[src/rtl/icds_pkg.sv]
// Package for the I2C serial clock divisor search unit.
// Holds the request, response, command and status types and the fixed constants.
// Depends on nothing; every other file in rtl but icds_div imports it.
package icds_pkg;

	// Field and datapath widths.
	localparam int unsigned CLK_W = 30;
	localparam int unsigned TGT_W = 20;
	localparam int unsigned DVS_W = 25;
	localparam int unsigned QUO_W = 26;
	localparam int unsigned ERR_W = 26;
	localparam int unsigned MUL_W = 11;
	localparam int unsigned ACT_W = 13;
	localparam int unsigned A_W   = 2;
	localparam int unsigned B_W   = 6;

	// Fixed constants of the divisor scheme.
	localparam logic [CLK_W-1:0] CLK_RESET  = 30'd112500000;
	localparam logic [4:0]       CLK_FACTOR = 5'd22;
	localparam logic [TGT_W-1:0] RATE_CAP   = 20'd384600;
	localparam logic [TGT_W-1:0] STD_HIGH   = 20'd100000;
	localparam logic [TGT_W-1:0] STD_SET    = 20'd90000;
	localparam int unsigned      B_COUNT    = 64;
	localparam int unsigned      A_MAX      = 3;

	// Status codes returned with each result.
	typedef enum logic [1:0] {
		ST_OK      = 2'd0,
		ST_STARTED = 2'd1,
		ST_RANGE   = 2'd2
	} icds_status_t;

	// Operand selection for the shared divider.
	typedef enum logic [1:0] {
		DIV_BASE = 2'd0,
		DIV_A    = 2'd1,
		DIV_ACT  = 2'd2
	} icds_div_sel_t;

	typedef struct packed {
		logic [TGT_W-1:0] target_hz;
		logic             transfer_active;
	} icds_req_t;

	typedef struct packed {
		icds_status_t   status;
		logic [A_W-1:0] div_a;
		logic [B_W-1:0] div_b;
	} icds_rsp_t;

	// Commands from the controller to the datapath.
	typedef struct packed {
		logic          load;
		logic          div_go;
		icds_div_sel_t div_sel;
		logic          cap_quot;
		logic          clamp;
		logic          cap_limit;
		logic          pass_init;
		logic          cap_a;
		logic          upd_cand;
		logic          inc_b;
		logic          upd_best;
		logic          next_pass;
		logic          emit;
		icds_status_t  emit_status;
	} icds_cmd_t;

	// Status from the datapath to the controller.
	typedef struct packed {
		logic active;
		logic target_zero;
		logic quot_zero;
		logic a_ok;
		logic b_last;
		logic extra_pass;
		logic div_done;
	} icds_stat_t;

endpackage

[src/rtl/icds_div.sv]
// Shared restoring divider, one quotient bit per clock.
// Generic in dividend and divisor widths; uses no package items.
module icds_div #(
	parameter int unsigned N_W = 30,
	parameter int unsigned D_W = 25
) (
	input  logic           clk,
	input  logic           arst_n,
	input  logic           go,
	input  logic [N_W-1:0] dividend,
	input  logic [D_W-1:0] divisor,
	output logic           done,
	output logic [N_W-1:0] quo,
	output logic [D_W-1:0] rem
);

	localparam int unsigned CNT_W = $clog2(N_W + 1);

	logic             busy_q;
	logic             done_q;
	logic [CNT_W-1:0] cnt_q;
	logic [N_W-1:0]   quo_q;
	logic [D_W-1:0]   rem_q;
	logic [D_W-1:0]   dvs_q;
	logic [D_W:0]     trial;
	logic             fits;

	// Shift the next dividend bit into the partial remainder and try a subtract.
	assign trial = {rem_q, quo_q[N_W-1]};
	assign fits  = trial >= {1'b0, dvs_q};

	// Control: run for one step per dividend bit, pulse done at the end.
	always_ff @(posedge clk or negedge arst_n) begin
		if (!arst_n) begin
			busy_q <= 1'b0;
			done_q <= 1'b0;
			cnt_q  <= '0;
		end else begin
			done_q <= 1'b0;
			if (go) begin
				busy_q <= 1'b1;
				cnt_q  <= CNT_W'(N_W);
			end else if (busy_q) begin
				cnt_q <= cnt_q - CNT_W'(1);
				if (cnt_q == CNT_W'(1)) begin
					busy_q <= 1'b0;
					done_q <= 1'b1;
				end
			end
		end
	end

	// Datapath: the dividend register fills with quotient bits as it drains.
	always_ff @(posedge clk) begin
		if (go) begin
			quo_q <= dividend;
			rem_q <= '0;
			dvs_q <= divisor;
		end else if (busy_q) begin
			quo_q <= {quo_q[N_W-2:0], fits};
			rem_q <= fits ? D_W'(trial - {1'b0, dvs_q}) : D_W'(trial);
		end
	end

	assign done = done_q;
	assign quo  = quo_q;
	assign rem  = rem_q;

`ifndef NO_ASSERTIONS
	// A new division is never started on top of a running one.
	a_no_restart: assert property (@(posedge clk) disable iff (!arst_n)
		go |-> !busy_q) else $error("divider restarted while busy");

	// The result is ready a fixed number of cycles after the start.
	a_latency: assert property (@(posedge clk) disable iff (!arst_n)
		go |-> ##(N_W + 1) done_q) else $error("divider latency wrong");

	// Completion only follows a running division.
	a_done_src: assert property (@(posedge clk) disable iff (!arst_n)
		done_q |-> !busy_q && $past(busy_q)) else $error("spurious divider done");
`endif

endmodule

[src/rtl/icds_dp.sv]
// Datapath of the divisor search: clock register, search registers, result register.
// Depends on icds_pkg and instantiates icds_div.
module icds_dp (
	input  logic                           clk,
	input  logic                           arst_n,
	input  logic                           cfg_we,
	input  logic [icds_pkg::CLK_W-1:0]     cfg_data,
	input  icds_pkg::icds_req_t            req,
	input  icds_pkg::icds_cmd_t            cmd,
	output icds_pkg::icds_stat_t           stat,
	output icds_pkg::icds_rsp_t            rsp,
	output logic                           done
);

	import icds_pkg::*;

	localparam logic [B_W-1:0] B_LAST = B_W'(B_COUNT - 1);

	logic [CLK_W-1:0] clk_hz_q;
	logic [TGT_W-1:0] tgt_q;
	logic             active_q;
	logic [QUO_W-1:0] quot_q;
	logic             extra_q;
	logic [B_W-1:0]   b_q;
	logic [MUL_W-1:0] m22b_q;
	logic [A_W-1:0]   a_q;
	logic             a_ok_q;
	logic [ERR_W-1:0] last_err_q;
	logic [A_W-1:0]   cand_a_q;
	logic [B_W-1:0]   cand_b_q;
	logic [ERR_W-1:0] best_err_q;
	logic [A_W-1:0]   best_a_q;
	logic [B_W-1:0]   best_b_q;
	logic             done_q;
	icds_rsp_t        rsp_q;

	logic [TGT_W-1:0] tgt_clamped;
	logic [DVS_W-1:0] base_dvs;
	logic [ACT_W-1:0] act_dvs;
	logic [CLK_W-1:0] div_dividend;
	logic [DVS_W-1:0] div_divisor;
	logic             div_done;
	logic [CLK_W-1:0] div_quo;
	logic [DVS_W-1:0] div_rem;
	logic [ERR_W-1:0] actual;
	logic [ERR_W-1:0] tgt_ext;
	logic [ERR_W-1:0] err;

	// Input clock register, written through the configuration channel.
	always_ff @(posedge clk or negedge arst_n) begin
		if (!arst_n) begin
			clk_hz_q <= CLK_RESET;
		end else if (cfg_we) begin
			clk_hz_q <= cfg_data;
		end
	end

	// Rate clamp: the fast-mode cap, and the standard-mode band pulled down.
	always_comb begin
		tgt_clamped = tgt_q;
		if (tgt_q > RATE_CAP) begin
			tgt_clamped = RATE_CAP;
		end else if (tgt_q <= STD_HIGH && tgt_q > STD_SET) begin
			tgt_clamped = STD_SET;
		end
	end

	// Divider operands: 22 times the target, quot over b+1, or 22*(a+1)*(b+1) from the stored 22*(b+1).
	assign base_dvs = DVS_W'(tgt_q) * DVS_W'(CLK_FACTOR);

	always_comb begin
		unique case (a_q)
			2'd0:    act_dvs = ACT_W'(m22b_q);
			2'd1:    act_dvs = ACT_W'({m22b_q, 1'b0});
			2'd2:    act_dvs = ACT_W'({m22b_q, 1'b0}) + ACT_W'(m22b_q);
			default: act_dvs = ACT_W'({m22b_q, 2'b00});
		endcase
	end

	always_comb begin
		unique case (cmd.div_sel)
			DIV_A: begin
				div_dividend = CLK_W'(quot_q);
				div_divisor  = DVS_W'(b_q) + DVS_W'(1);
			end
			DIV_ACT: begin
				div_dividend = clk_hz_q;
				div_divisor  = DVS_W'(act_dvs);
			end
			default: begin
				div_dividend = clk_hz_q;
				div_divisor  = base_dvs;
			end
		endcase
	end

	icds_div #(
		.N_W(CLK_W),
		.D_W(DVS_W)
	) u_div (
		.clk      (clk),
		.arst_n   (arst_n),
		.go       (cmd.div_go),
		.dividend (div_dividend),
		.divisor  (div_divisor),
		.done     (div_done),
		.quo      (div_quo),
		.rem      (div_rem)
	);

	// Error of the candidate rate against the clamped target.
	assign actual = ERR_W'(div_quo);
	assign tgt_ext = ERR_W'(tgt_q);
	assign err = (actual > tgt_ext) ? actual - tgt_ext : tgt_ext - actual;

	// Search registers, each updated on its own command.
	always_ff @(posedge clk) begin
		if (cmd.load) begin
			tgt_q    <= req.target_hz;
			active_q <= req.transfer_active;
		end else if (cmd.clamp) begin
			tgt_q <= tgt_clamped;
		end

		if (cmd.cap_quot) begin
			quot_q <= QUO_W'(div_quo);
		end else if (cmd.next_pass) begin
			quot_q <= quot_q + QUO_W'(1);
		end

		if (cmd.cap_limit) begin
			extra_q <= div_rem != '0;
		end else if (cmd.next_pass) begin
			extra_q <= 1'b0;
		end

		if (cmd.pass_init) begin
			b_q    <= '0;
			m22b_q <= MUL_W'(CLK_FACTOR);
		end else if (cmd.inc_b) begin
			b_q    <= b_q + B_W'(1);
			m22b_q <= m22b_q + MUL_W'(CLK_FACTOR);
		end

		// First-stage divisor from quot/(b+1); it only qualifies up to A_MAX.
		if (cmd.cap_a) begin
			a_ok_q <= div_quo <= CLK_W'(A_MAX + 1);
			a_q    <= (div_quo == '0) ? '0 : A_W'(div_quo - CLK_W'(1));
		end

		if (cmd.pass_init) begin
			last_err_q <= tgt_ext;
			cand_a_q   <= '0;
			cand_b_q   <= '0;
		end else if (cmd.upd_cand && err < last_err_q) begin
			last_err_q <= err;
			cand_a_q   <= a_q;
			cand_b_q   <= b_q;
		end

		if (cmd.cap_limit) begin
			best_err_q <= tgt_ext;
			best_a_q   <= '0;
			best_b_q   <= '0;
		end else if (cmd.upd_best && last_err_q < best_err_q) begin
			best_err_q <= last_err_q;
			best_a_q   <= cand_a_q;
			best_b_q   <= cand_b_q;
		end
	end

	// Result strobe and payload.
	always_ff @(posedge clk or negedge arst_n) begin
		if (!arst_n) begin
			done_q <= 1'b0;
		end else begin
			done_q <= cmd.emit;
		end
	end

	always_ff @(posedge clk) begin
		if (cmd.emit) begin
			rsp_q.status <= cmd.emit_status;
			rsp_q.div_a  <= (cmd.emit_status == ST_OK) ? best_a_q : '0;
			rsp_q.div_b  <= (cmd.emit_status == ST_OK) ? best_b_q : '0;
		end
	end

	assign stat.active      = active_q;
	assign stat.target_zero = tgt_q == '0;
	assign stat.quot_zero   = quot_q == '0;
	assign stat.a_ok        = a_ok_q;
	assign stat.b_last      = b_q == B_LAST;
	assign stat.extra_pass  = extra_q;
	assign stat.div_done    = div_done;

	assign rsp  = rsp_q;
	assign done = done_q;

endmodule

[src/rtl/icds_ctrl.sv]
// Controller state machine that sequences the divisor search.
// Depends on icds_pkg; drives the datapath through icds_cmd_t.
module icds_ctrl (
	input  logic                 clk,
	input  logic                 arst_n,
	input  logic                 start,
	input  icds_pkg::icds_stat_t stat,
	output icds_pkg::icds_cmd_t  cmd,
	output logic                 busy
);

	import icds_pkg::*;

	typedef enum logic [3:0] {
		S_IDLE,
		S_CHECK,
		S_WAIT_Q,
		S_QCHK,
		S_REM,
		S_WAIT_R,
		S_PASS,
		S_ADIV,
		S_WAIT_A,
		S_ACHK,
		S_WAIT_ACT,
		S_UPD,
		S_NEXTB,
		S_PASSEND,
		S_EMIT
	} state_t;

	state_t state_q;
	logic   busy_q;
	logic   take;

	assign take = start && !busy_q;

	// State register and registered busy flag.
	always_ff @(posedge clk or negedge arst_n) begin
		if (!arst_n) begin
			state_q <= S_IDLE;
			busy_q  <= 1'b0;
		end else begin
			unique case (state_q)
				S_IDLE: begin
					if (take) begin
						state_q <= S_CHECK;
						busy_q  <= 1'b1;
					end
				end
				S_CHECK: begin
					if (stat.active || stat.target_zero) begin
						state_q <= S_IDLE;
						busy_q  <= 1'b0;
					end else begin
						state_q <= S_WAIT_Q;
					end
				end
				S_WAIT_Q: begin
					if (stat.div_done) begin
						state_q <= S_QCHK;
					end
				end
				S_QCHK: begin
					if (stat.quot_zero) begin
						state_q <= S_IDLE;
						busy_q  <= 1'b0;
					end else begin
						state_q <= S_REM;
					end
				end
				S_REM: state_q <= S_WAIT_R;
				S_WAIT_R: begin
					if (stat.div_done) begin
						state_q <= S_PASS;
					end
				end
				S_PASS: state_q <= S_ADIV;
				S_ADIV: state_q <= S_WAIT_A;
				S_WAIT_A: begin
					if (stat.div_done) begin
						state_q <= S_ACHK;
					end
				end
				S_ACHK: state_q <= stat.a_ok ? S_WAIT_ACT : S_NEXTB;
				S_WAIT_ACT: begin
					if (stat.div_done) begin
						state_q <= S_UPD;
					end
				end
				S_UPD: state_q <= S_NEXTB;
				S_NEXTB: state_q <= stat.b_last ? S_PASSEND : S_ADIV;
				S_PASSEND: state_q <= stat.extra_pass ? S_PASS : S_EMIT;
				S_EMIT: begin
					state_q <= S_IDLE;
					busy_q  <= 1'b0;
				end
				default: begin
					state_q <= S_IDLE;
					busy_q  <= 1'b0;
				end
			endcase
		end
	end

	// Command decode from the current state and datapath status.
	always_comb begin
		cmd             = '0;
		cmd.div_sel     = DIV_BASE;
		cmd.emit_status = ST_OK;
		unique case (state_q)
			S_IDLE: cmd.load = take;
			S_CHECK: begin
				if (stat.active) begin
					cmd.emit        = 1'b1;
					cmd.emit_status = ST_STARTED;
				end else if (stat.target_zero) begin
					cmd.emit        = 1'b1;
					cmd.emit_status = ST_RANGE;
				end else begin
					cmd.div_go = 1'b1;
				end
			end
			S_WAIT_Q: cmd.cap_quot = stat.div_done;
			S_QCHK: begin
				if (stat.quot_zero) begin
					cmd.emit        = 1'b1;
					cmd.emit_status = ST_RANGE;
				end else begin
					cmd.clamp = 1'b1;
				end
			end
			S_REM: cmd.div_go = 1'b1;
			S_WAIT_R: cmd.cap_limit = stat.div_done;
			S_PASS: cmd.pass_init = 1'b1;
			S_ADIV: begin
				cmd.div_go  = 1'b1;
				cmd.div_sel = DIV_A;
			end
			S_WAIT_A: cmd.cap_a = stat.div_done;
			S_ACHK: begin
				cmd.div_go  = stat.a_ok;
				cmd.div_sel = DIV_ACT;
			end
			S_WAIT_ACT: cmd.div_sel = DIV_ACT;
			S_UPD: cmd.upd_cand = 1'b1;
			S_NEXTB: cmd.inc_b = !stat.b_last;
			S_PASSEND: begin
				cmd.upd_best  = 1'b1;
				cmd.next_pass = stat.extra_pass;
			end
			S_EMIT: cmd.emit = 1'b1;
			default: cmd.load = 1'b0;
		endcase
	end

	assign busy = busy_q;

`ifndef NO_ASSERTIONS
	// Busy mirrors the state register.
	a_busy_state: assert property (@(posedge clk) disable iff (!arst_n)
		busy_q == (state_q != S_IDLE)) else $error("busy out of step with state");

	// Every result ends the request.
	a_emit_ends: assert property (@(posedge clk) disable iff (!arst_n)
		cmd.emit |=> state_q == S_IDLE) else $error("result without return to idle");

	// An accepted request always starts with the early checks.
	a_take_check: assert property (@(posedge clk) disable iff (!arst_n)
		take |=> state_q == S_CHECK) else $error("request not taken");

	// The divider is only started outside of its wait states.
	a_go_place: assert property (@(posedge clk) disable iff (!arst_n)
		cmd.div_go |-> state_q != S_WAIT_Q && state_q != S_WAIT_R &&
			state_q != S_WAIT_A && state_q != S_WAIT_ACT)
		else $error("divider started while waiting");
`endif

endmodule

[src/rtl/i2c_clock_divisor_search_unit.sv]
// Top level of the I2C serial clock two-stage divisor search unit.
// Depends on icds_pkg; instantiates icds_ctrl and icds_dp.
//
//   Channel   Handshake            Payload
//   request   start / busy         req  (icds_req_t: target_hz, transfer_active)
//   result    done (1-cycle pulse) rsp  (icds_rsp_t: status, div_a, div_b)
//   config    cfg_valid/cfg_ready  cfg_data (input clock in Hz)
//
// A request is taken when start is high and busy is low; done pulses once per request.
// A running transfer or a zero target is answered from the early check; a too-fast target after the base division.
// A full search is one or two passes of 64 steps on the one shared divider; a step divides
// twice, or once when the first stage is out of range.
// Reset is asynchronous and sets the input clock register to 112500000.
// Results are pulsed and cannot be held off; cfg_ready is high while idle.
module i2c_clock_divisor_search_unit (
	input  logic                       clk,
	input  logic                       arst_n,
	input  logic                       start,
	output logic                       busy,
	input  icds_pkg::icds_req_t        req,
	output logic                       done,
	output icds_pkg::icds_rsp_t        rsp,
	input  logic                       cfg_valid,
	output logic                       cfg_ready,
	input  logic [icds_pkg::CLK_W-1:0] cfg_data
);

	import icds_pkg::*;

	icds_cmd_t  cmd;
	icds_stat_t stat;
	logic       busy_w;

	icds_ctrl u_ctrl (
		.clk    (clk),
		.arst_n (arst_n),
		.start  (start),
		.stat   (stat),
		.cmd    (cmd),
		.busy   (busy_w)
	);

	icds_dp u_dp (
		.clk      (clk),
		.arst_n   (arst_n),
		.cfg_we   (cfg_valid && cfg_ready),
		.cfg_data (cfg_data),
		.req      (req),
		.cmd      (cmd),
		.stat     (stat),
		.rsp      (rsp),
		.done     (done)
	);

	// Configuration is only taken between requests.
	assign cfg_ready = !busy_w;
	assign busy      = busy_w;

endmodule

[config.mk]
export PLATFORM = sky130hd
export DESIGN_NAME = i2c_clock_divisor_search_unit
export DESIGN_NICKNAME = d
export VERILOG_FILES = /design/src/rtl/icds_pkg.sv /design/src/rtl/icds_div.sv /design/src/rtl/icds_dp.sv /design/src/rtl/icds_ctrl.sv /design/src/rtl/i2c_clock_divisor_search_unit.sv
export SDC_FILE = /design/constraint.sdc
export NUM_CORES = 1
export LEC_CHECK = 0
export ABC_AREA = 1
export BUFFER_PORTS_ARGS = -buffer_cell sky130_fd_sc_hd__buf_2
export CORE_UTILIZATION = 45
export DETAILED_ROUTE_END_ITERATION = 6
export GPL_ROUTABILITY_DRIVEN = 0
export PLACE_DENSITY = 0.69
export SYNTH_ARGS = -nofsm -noshare
export SYNTH_HDL_FRONTEND = slang
export SYNTH_SLANG_ARGS = --single-unit
[constraint.sdc]
create_clock -name clk -period 4.49 [get_ports clk]
set_input_delay 0.898 -clock clk [delete_from_list [all_inputs] [get_ports clk]]
set_output_delay 0.898 -clock clk [all_outputs]
set_load 0.05 [all_outputs]
### After elaboration in Yosys (flattened, before gate mapping)

Index checks and enable logic that the tools add are counted.

* add/subtract/negate cells: 10
* multipliers: 1
* magnitude comparators: 8
* equal/unequal tests: 27
* mux-type cells: 61
* bitwise operators: 1
* reduce and logical (&&, ||, !) cells: 28

Operators with widths (count)
* $mux W20: 8
* $mux W30: 3
* $mux W26: 3
* $pmux W4 S14: 1
* $lt A26 B26 Y1: 2
* $pmux W25 S2: 1
* $pmux W13 S3: 1
* $le A30 B3 Y1 const B: 1
* $logic_not A30 Y1: 1
* $eq A4 B4 Y1 const B: 7
* $mux W4: 7
* $add A26 B1 Y26 const B: 1
* $ge A26 B25 Y1: 1
* $gt A26 B20 Y1: 1
* $logic_not A26 Y1: 1
* $sub A20 B26 Y26: 1
* $sub A26 B20 Y26: 1
* $mux W25: 1
* $reduce_bool A25 Y1: 1
* $sub A25 B25 Y25: 1
* $mul A20 B4 Y24 const B: 1
* $mux W1: 22
* $gt A20 B17 Y1 const B: 1
* $gt A20 B19 Y1 const B: 1
* other kinds (36): 67

* register bits after elaboration: 269
* bits of input ports: 55
* output and inout bits: 13

### Longest topological paths before layout

* word-level depth: 6
* depth in mapped cells: 29
* mapped depth without buffers: 26

### Cells and area by module

From an unflattened synthesis, not the netlist that was laid out.

* cells, all modules: 3240
* area total of the unflattened synthesis: 22049.9 um^2

By module, submodules not included
* icds_dp: times used 1, cells an instance 2362, area an instance 15905.3 um^2
* icds_div: times used 1, cells an instance 775, area an instance 5574.1 um^2
* icds_ctrl: times used 1, cells an instance 100, area an instance 556.8 um^2
* i2c_clock_divisor_search_unit: times used 1, cells an instance 3, area an instance 13.8 um^2

### Worst setup path after synthesis

Ideal clock, no wire load.

* path type: register to register
* start: register u_dp.tgt_q[6]
* end: register u_dp.last_err_q[0], enable pin
* arrival time: 3.544 ns
* data required time: 4.113 ns
* setup slack: 0.569 ns
* stages on the path, launching flop included: 25
* clock period less this slack: 3.921 ns
* cell sequence: edfxtp_1 > ha_1 > buf_2 > nand2_1 > nor2_4 > nand3_1 > nand3_1 > nand2_1 > nand3_2 > nand2_4 > inv_4 > buf_6 > nand2_1 > nand2_1 > inv_1 > ha_1 > nand2_1 > inv_1 > nor2_1 > o21a_1 > a21oi_1 > nor2_1 > nand3_1 > clkbuf_1 > nand2_1

* cells in the longest elaborated chain, start to end: 5

Ends and longest elaborated chain
* start, declared: line icds_dp.sv:20 `logic [TGT_W-1:0] tgt_q;`
* start signal, assigned: line icds_dp.sv:119 `tgt_q <= req.target_hz;`
* start signal, assigned: line icds_dp.sv:122 `tgt_q <= tgt_clamped;`
* $sub A20 B26 Y26 (tied with other cells): line icds_dp.sv:114 `assign err = (actual > tgt_ext) ? actual - tgt_ext : tgt_ext - actual;`
* $mux W26 (*): line icds_dp.sv:114
* $lt A26 B26 Y1 (*): line icds_dp.sv:155 `end else if (cmd.upd_cand && err < last_err_q) begin`
* $logic_and A1 B1 Y1 (*): line icds_dp.sv:155
* $reduce_bool A2 Y1 (no line) (*)
* end signal, assigned: line icds_dp.sv:152 `last_err_q <= tgt_ext;`
* end signal, assigned: line icds_dp.sv:156 `last_err_q <= err;`
* end, declared: line icds_dp.sv:28 `logic [ERR_W-1:0] last_err_q;`

Every way passes the cells marked *; elsewhere a longest branch is shown, timed or not.
A chain may end at the register's enable or synchronous reset.

### Worst setup path in the final report

* start: register u_dp.tgt_q[0]
* end: register u_dp.last_err_q[3], enable pin

* cells in the longest elaborated chain, start to end: 5

Ends and longest elaborated chain
* $sub A20 B26 Y26 (tied with other cells): line icds_dp.sv:114
* $mux W26 (*): line icds_dp.sv:114
* via u_dp.err[24]: line icds_dp.sv:47 `logic [ERR_W-1:0] err;`
* $lt A26 B26 Y1 (*): line icds_dp.sv:155
* $logic_and A1 B1 Y1 (*): line icds_dp.sv:155
* $reduce_bool A2 Y1 (no line) (*)

The timed path passes the listed nets; every way through them passes the cells marked *.

==> results.txt <==
The unique cell type count in the Yosys netlist is about 60. The data required time of the worst path came out at 4700 ps. The relative slew slack is 27.99%. The floorplan step defined a die boundary enclosing 49400 sq um.

For this run, design rule violations remaining after detail routing come to 0. The areal power density over the cells is about 840 nW/um^2. Of the cells placed in the final design, the portion with a size suffix greater than 1 is 8.607%. Of the synthesized area, sequential elements account for 32.78%.

The final count of hold timing violations is 0. The number of nets with antenna violations after detailed routing came out at 0. The total CTS buffers is 34. The net total in the final layout is 3406. The synthesized design contains 156 enable-type register cells.

In this run the deepest clock path goes through 3 buffers. Of the post-synthesis cell area, the dominant cell type holds between 20% and 30%. A synthesized cell averages 7.110 sq um. The cell leakage power is roughly 12 nW. Leaving out fill and tap cells, the most frequent cells in the layout are sky130_fd_sc_hd__nand2_1, sky130_fd_sc_hd__inv_1, sky130_fd_sc_hd__nor2_1. The number of placed I/O pins is 68. The footprint of the flip-flops and latches came out at a little over 7000 sq um.

The routed length per instance came out at around 17 microns. The slowest stage of the critical path is the sky130_fd_sc_hd__fa_1 cell. When the netlist entered floorplanning its net count stood at 3330. In the synthesized netlist the dominant register cell turns out to be sky130_fd_sc_hd__edfxtp_1.

The run finished with clean final reports. The number of antenna diodes in the final layout is 0. The number of fill cells is 4800. The largest area contributor in the netlist is sky130_fd_sc_hd__edfxtp_1.

At the placement stage, the worst setup path has a slack of 310.3 ps. The clock latency of the later-clocked register in the worst-skew pair came out at 550 ps. The first-pass iteration count of the detailed router is 7.

The final global-route overflow total came out at 0. The H-tree generated during clock tree synthesis spans 2 levels. Summing all multi-input logic gate instances after layout gives about 12000 sq um.

The critical path start-end classification is reg -> reg. The design draws between 20 and 25 mW. The number of cell rows is 80. After clock tree synthesis, the clock-pin slew on the worst setup and hold paths is 60 ps. The via-per-instance ratio came out at roughly 5.4.

The width of the chip is 222.3 microns. For this run, the slowest stage of the critical path takes 490 ps. After synthesis the netlist holds a flip-flop and latch count of 268.

The layout overhead on the synthesized area came out at 10.34%. The met1 track utilization from global routing is approximately two fifths. The total number of yosys warnings came out at 0. The number of max-cap violations came out at 0. The share of the cycle needed by the critical path after routing came out at 92.87%. The core utilization of the finished layout is roughly half. The clock tree from TritonCTS is done. Walking the worst path, the cells encountered are inv_1 > ha_1 > inv_1 > fa_1 > nand2_1 > nand2_1 > nand2_1 > nand2_1 > nand2_1 > nand4_1 > nand2_1 > nand2_2 > and2_1 > ha_1 > nand2_1 > o21a_1 > nand2_1 > nor2_1 > nand3_1 > nand2_1 > buf_4. The cell at the root of the clock tree is sky130_fd_sc_hd__clkbuf_16. In the post-synthesis netlist, the biggest area contributors are sky130_fd_sc_hd__edfxtp_1, sky130_fd_sc_hd__nand2_1, sky130_fd_sc_hd__ha_1. The commonest non-fill, non-tap cell in the layout is sky130_fd_sc_hd__nand2_1. After global routing, the most crowded layer is met1.

Detailed placement ended at an HPWL of 50740 microns. The worst setup path is launched from a register. The mapped cell area is 21830 sq um. In this design, the critical path's most frequently occurring cell is sky130_fd_sc_hd__nand2_1. The area inside the core boundary came out at approximately 48000 sq um.

The number of I/O port buffers is 67. The die is 222.3 microns tall. The first-iteration detailed-routing DRC count is 2340. Of all nets on the critical path, the largest fanout is 20. Setup violations remaining at the end of the flow were counted as 0.

The initial cell density of the core came out at 45.63%. The maximum number of pins on one net before global-route repair is 56. The type of the most critical hold path is reg -> reg.

The fmax is around 240 MHz. After synthesis, the share of flip-flops with an asynchronous set or reset is roughly 16%. STA classifies the critical path endpoint as a register.

Hold is met by 462.4 ps. The synthesized instance count came out at 3071. The shortest period the worst path allows is 4170 ps.

The setup slack on the worst flop-to-flop path came out at between 300 and 400 ps. The met2 usage in global routing is a little under two fifths. The via count of the first global-routing pass came out at around 18000. Across the VDD grid, the largest voltage drop is 472.6 uV.

The number of clock sinks seen by CTS came out at 268. The final layout contains routed wiring with a total length of 64540 microns. The number of antenna violations at the first check in global routing came to 1.

The setup slack after layout is 320.0 ps. For the final routed database, the setup TNS stands at 0 ps. The count of pins over their slew limit came out at 0.

The number of hold-repair buffers added at the cts stage is 0. At the worst endpoint, the arrival time is roughly 4400 ps. The final route contains 20428 vias. The transition time of the tightest slew-check pin is around 1100 ps.

For this run, global-route usage on met3 was measured as 4.390%. The total global-route track usage came out at 25.92%. The wire length of the first global-routing pass came out at 101500 microns.

The worst setup skew after layout is 29.15 ps.
-- worst max-delay path: cells and delay by family (launching register included) --
family                   cells  cell delay (ps)
buffers and inverters        3              670
flip-flops                   1              460
AND/OR/NAND/NOR             14             1590
AO/OA/AOI/OAI                1              130
adder cells (fa/ha/maj)      3              970
-- sequential cells by signal (all words and copies together), names as in the netlist, 4 cells and up --
register	cells
u_ctrl.state_q	4
u_dp.b_q	6
u_dp.best_b_q	6
u_dp.best_err_q	26
u_dp.cand_b_q	6
u_dp.clk_hz_q	30
u_dp.last_err_q	26
u_dp.m22b_q	10
u_dp.quot_q	26
u_dp.rsp	10
u_dp.tgt_q	20
u_dp.u_div.cnt_q	5
u_dp.u_div.dvs_q	25
u_dp.u_div.quo	30
u_dp.u_div.rem	25
-- synth_stat cells, types with 20 or more instances --
library cell                 n
sky130_fd_sc_hd__a21oi_1   154
sky130_fd_sc_hd__clkbuf_1   37
sky130_fd_sc_hd__nand3_1   185
sky130_fd_sc_hd__o211ai_1   28
sky130_fd_sc_hd__edfxtp_1  156
sky130_fd_sc_hd__mux2_2     30
sky130_fd_sc_hd__nor2_1    209
sky130_fd_sc_hd__nor3_1     30
sky130_fd_sc_hd__nand4_1    89
sky130_fd_sc_hd__xor2_1     43
sky130_fd_sc_hd__ha_1      183
sky130_fd_sc_hd__o21ai_0   155
sky130_fd_sc_hd__nor4_1     20
sky130_fd_sc_hd__fa_1       21
sky130_fd_sc_hd__dfxtp_1    69
sky130_fd_sc_hd__inv_1     526
sky130_fd_sc_hd__nand2_1   890
sky130_fd_sc_hd__dfrtp_1    31
-- stage by stage --
stage / instances / instance area, sq um
global placement: 3722 / 22880
floorplan: 3071 / 21830
finish: 3787 / 24090
detailed placement: 3722 / 22880
CTS: 3783 / 24030
global route: 3787 / 24090
-- cell type report --
| type | instances | area share [%] |
|---|---|---|
| timing repair buffer | 107 | 2.638 |
| sequential | 268 | 29.71 |
| inverter | 538 | 8.393 |
| clock buffer | 50 | 4.171 |
| multi-input combinational | 2198 | 51.29 |
| clock inverter | 11 | 0.6077 |
| tap | 615 | 3.194 |
-- repair_timing --
action                     in CTS  in global routing
setup endpoints to repair       0                 32
gates resized for setup         0                  4
setup buffers                   0                  4
-- report_power, final --
group	switching, mW	total (mW)	internal [mW]	leakage [nW]
Combinational	8.56	12.8	4.23	8.74
Sequential	0.669	4.49	3.83	2.52
Clock	1.11	2.84	1.73	0.557
Total	10.3	20.1	9.79	11.8
-- per-layer routing --
metal | wire length (microns) | up-vias
met3 | 6256 | 133
li1 | - | 10156
met5 | 13 | -
met1 | 30770 | 9185
met2 | 25640 | 952
met4 | 1851 | 2
-- kinds of logic (layout without fill, tap and decap cells) --
| group | count (synthesis) | in the layout | share of synthesized area [%] |
|---|---|---|---|
| AO/OA/AOI/OAI | 408 | 408 | 10.35 |
| XOR/XNOR | 59 | 59 | 2.367 |
| adder cells (fa/ha/maj) | 204 | 204 | 12.41 |
| buffers and inverters | 605 | 706 | 10.83 |
| flip-flops | 268 | 268 | 32.78 |
| multiplexers | 31 | 31 | 1.593 |
| AND/OR/NAND/NOR | 1496 | 1496 | 29.67 |
-- worst paths after layout --
kind,startpoint,end,cells past startpoint
worst max-delay path,u_dp.tgt_q[0],u_dp.last_err_q[3],21
worst min-delay path,u_dp.best_err_q[23],u_dp.best_err_q[23],2
worst max register to register,u_dp.tgt_q[0],u_dp.last_err_q[3],21
worst min register to register,u_dp.best_err_q[23],u_dp.best_err_q[23],2
max in group asynchronous,arst_n,u_dp.clk_hz_q[19],1
min in group asynchronous,arst_n,u_dp.u_div.cnt_q[4],1
(Power assumes the default switching activity.)
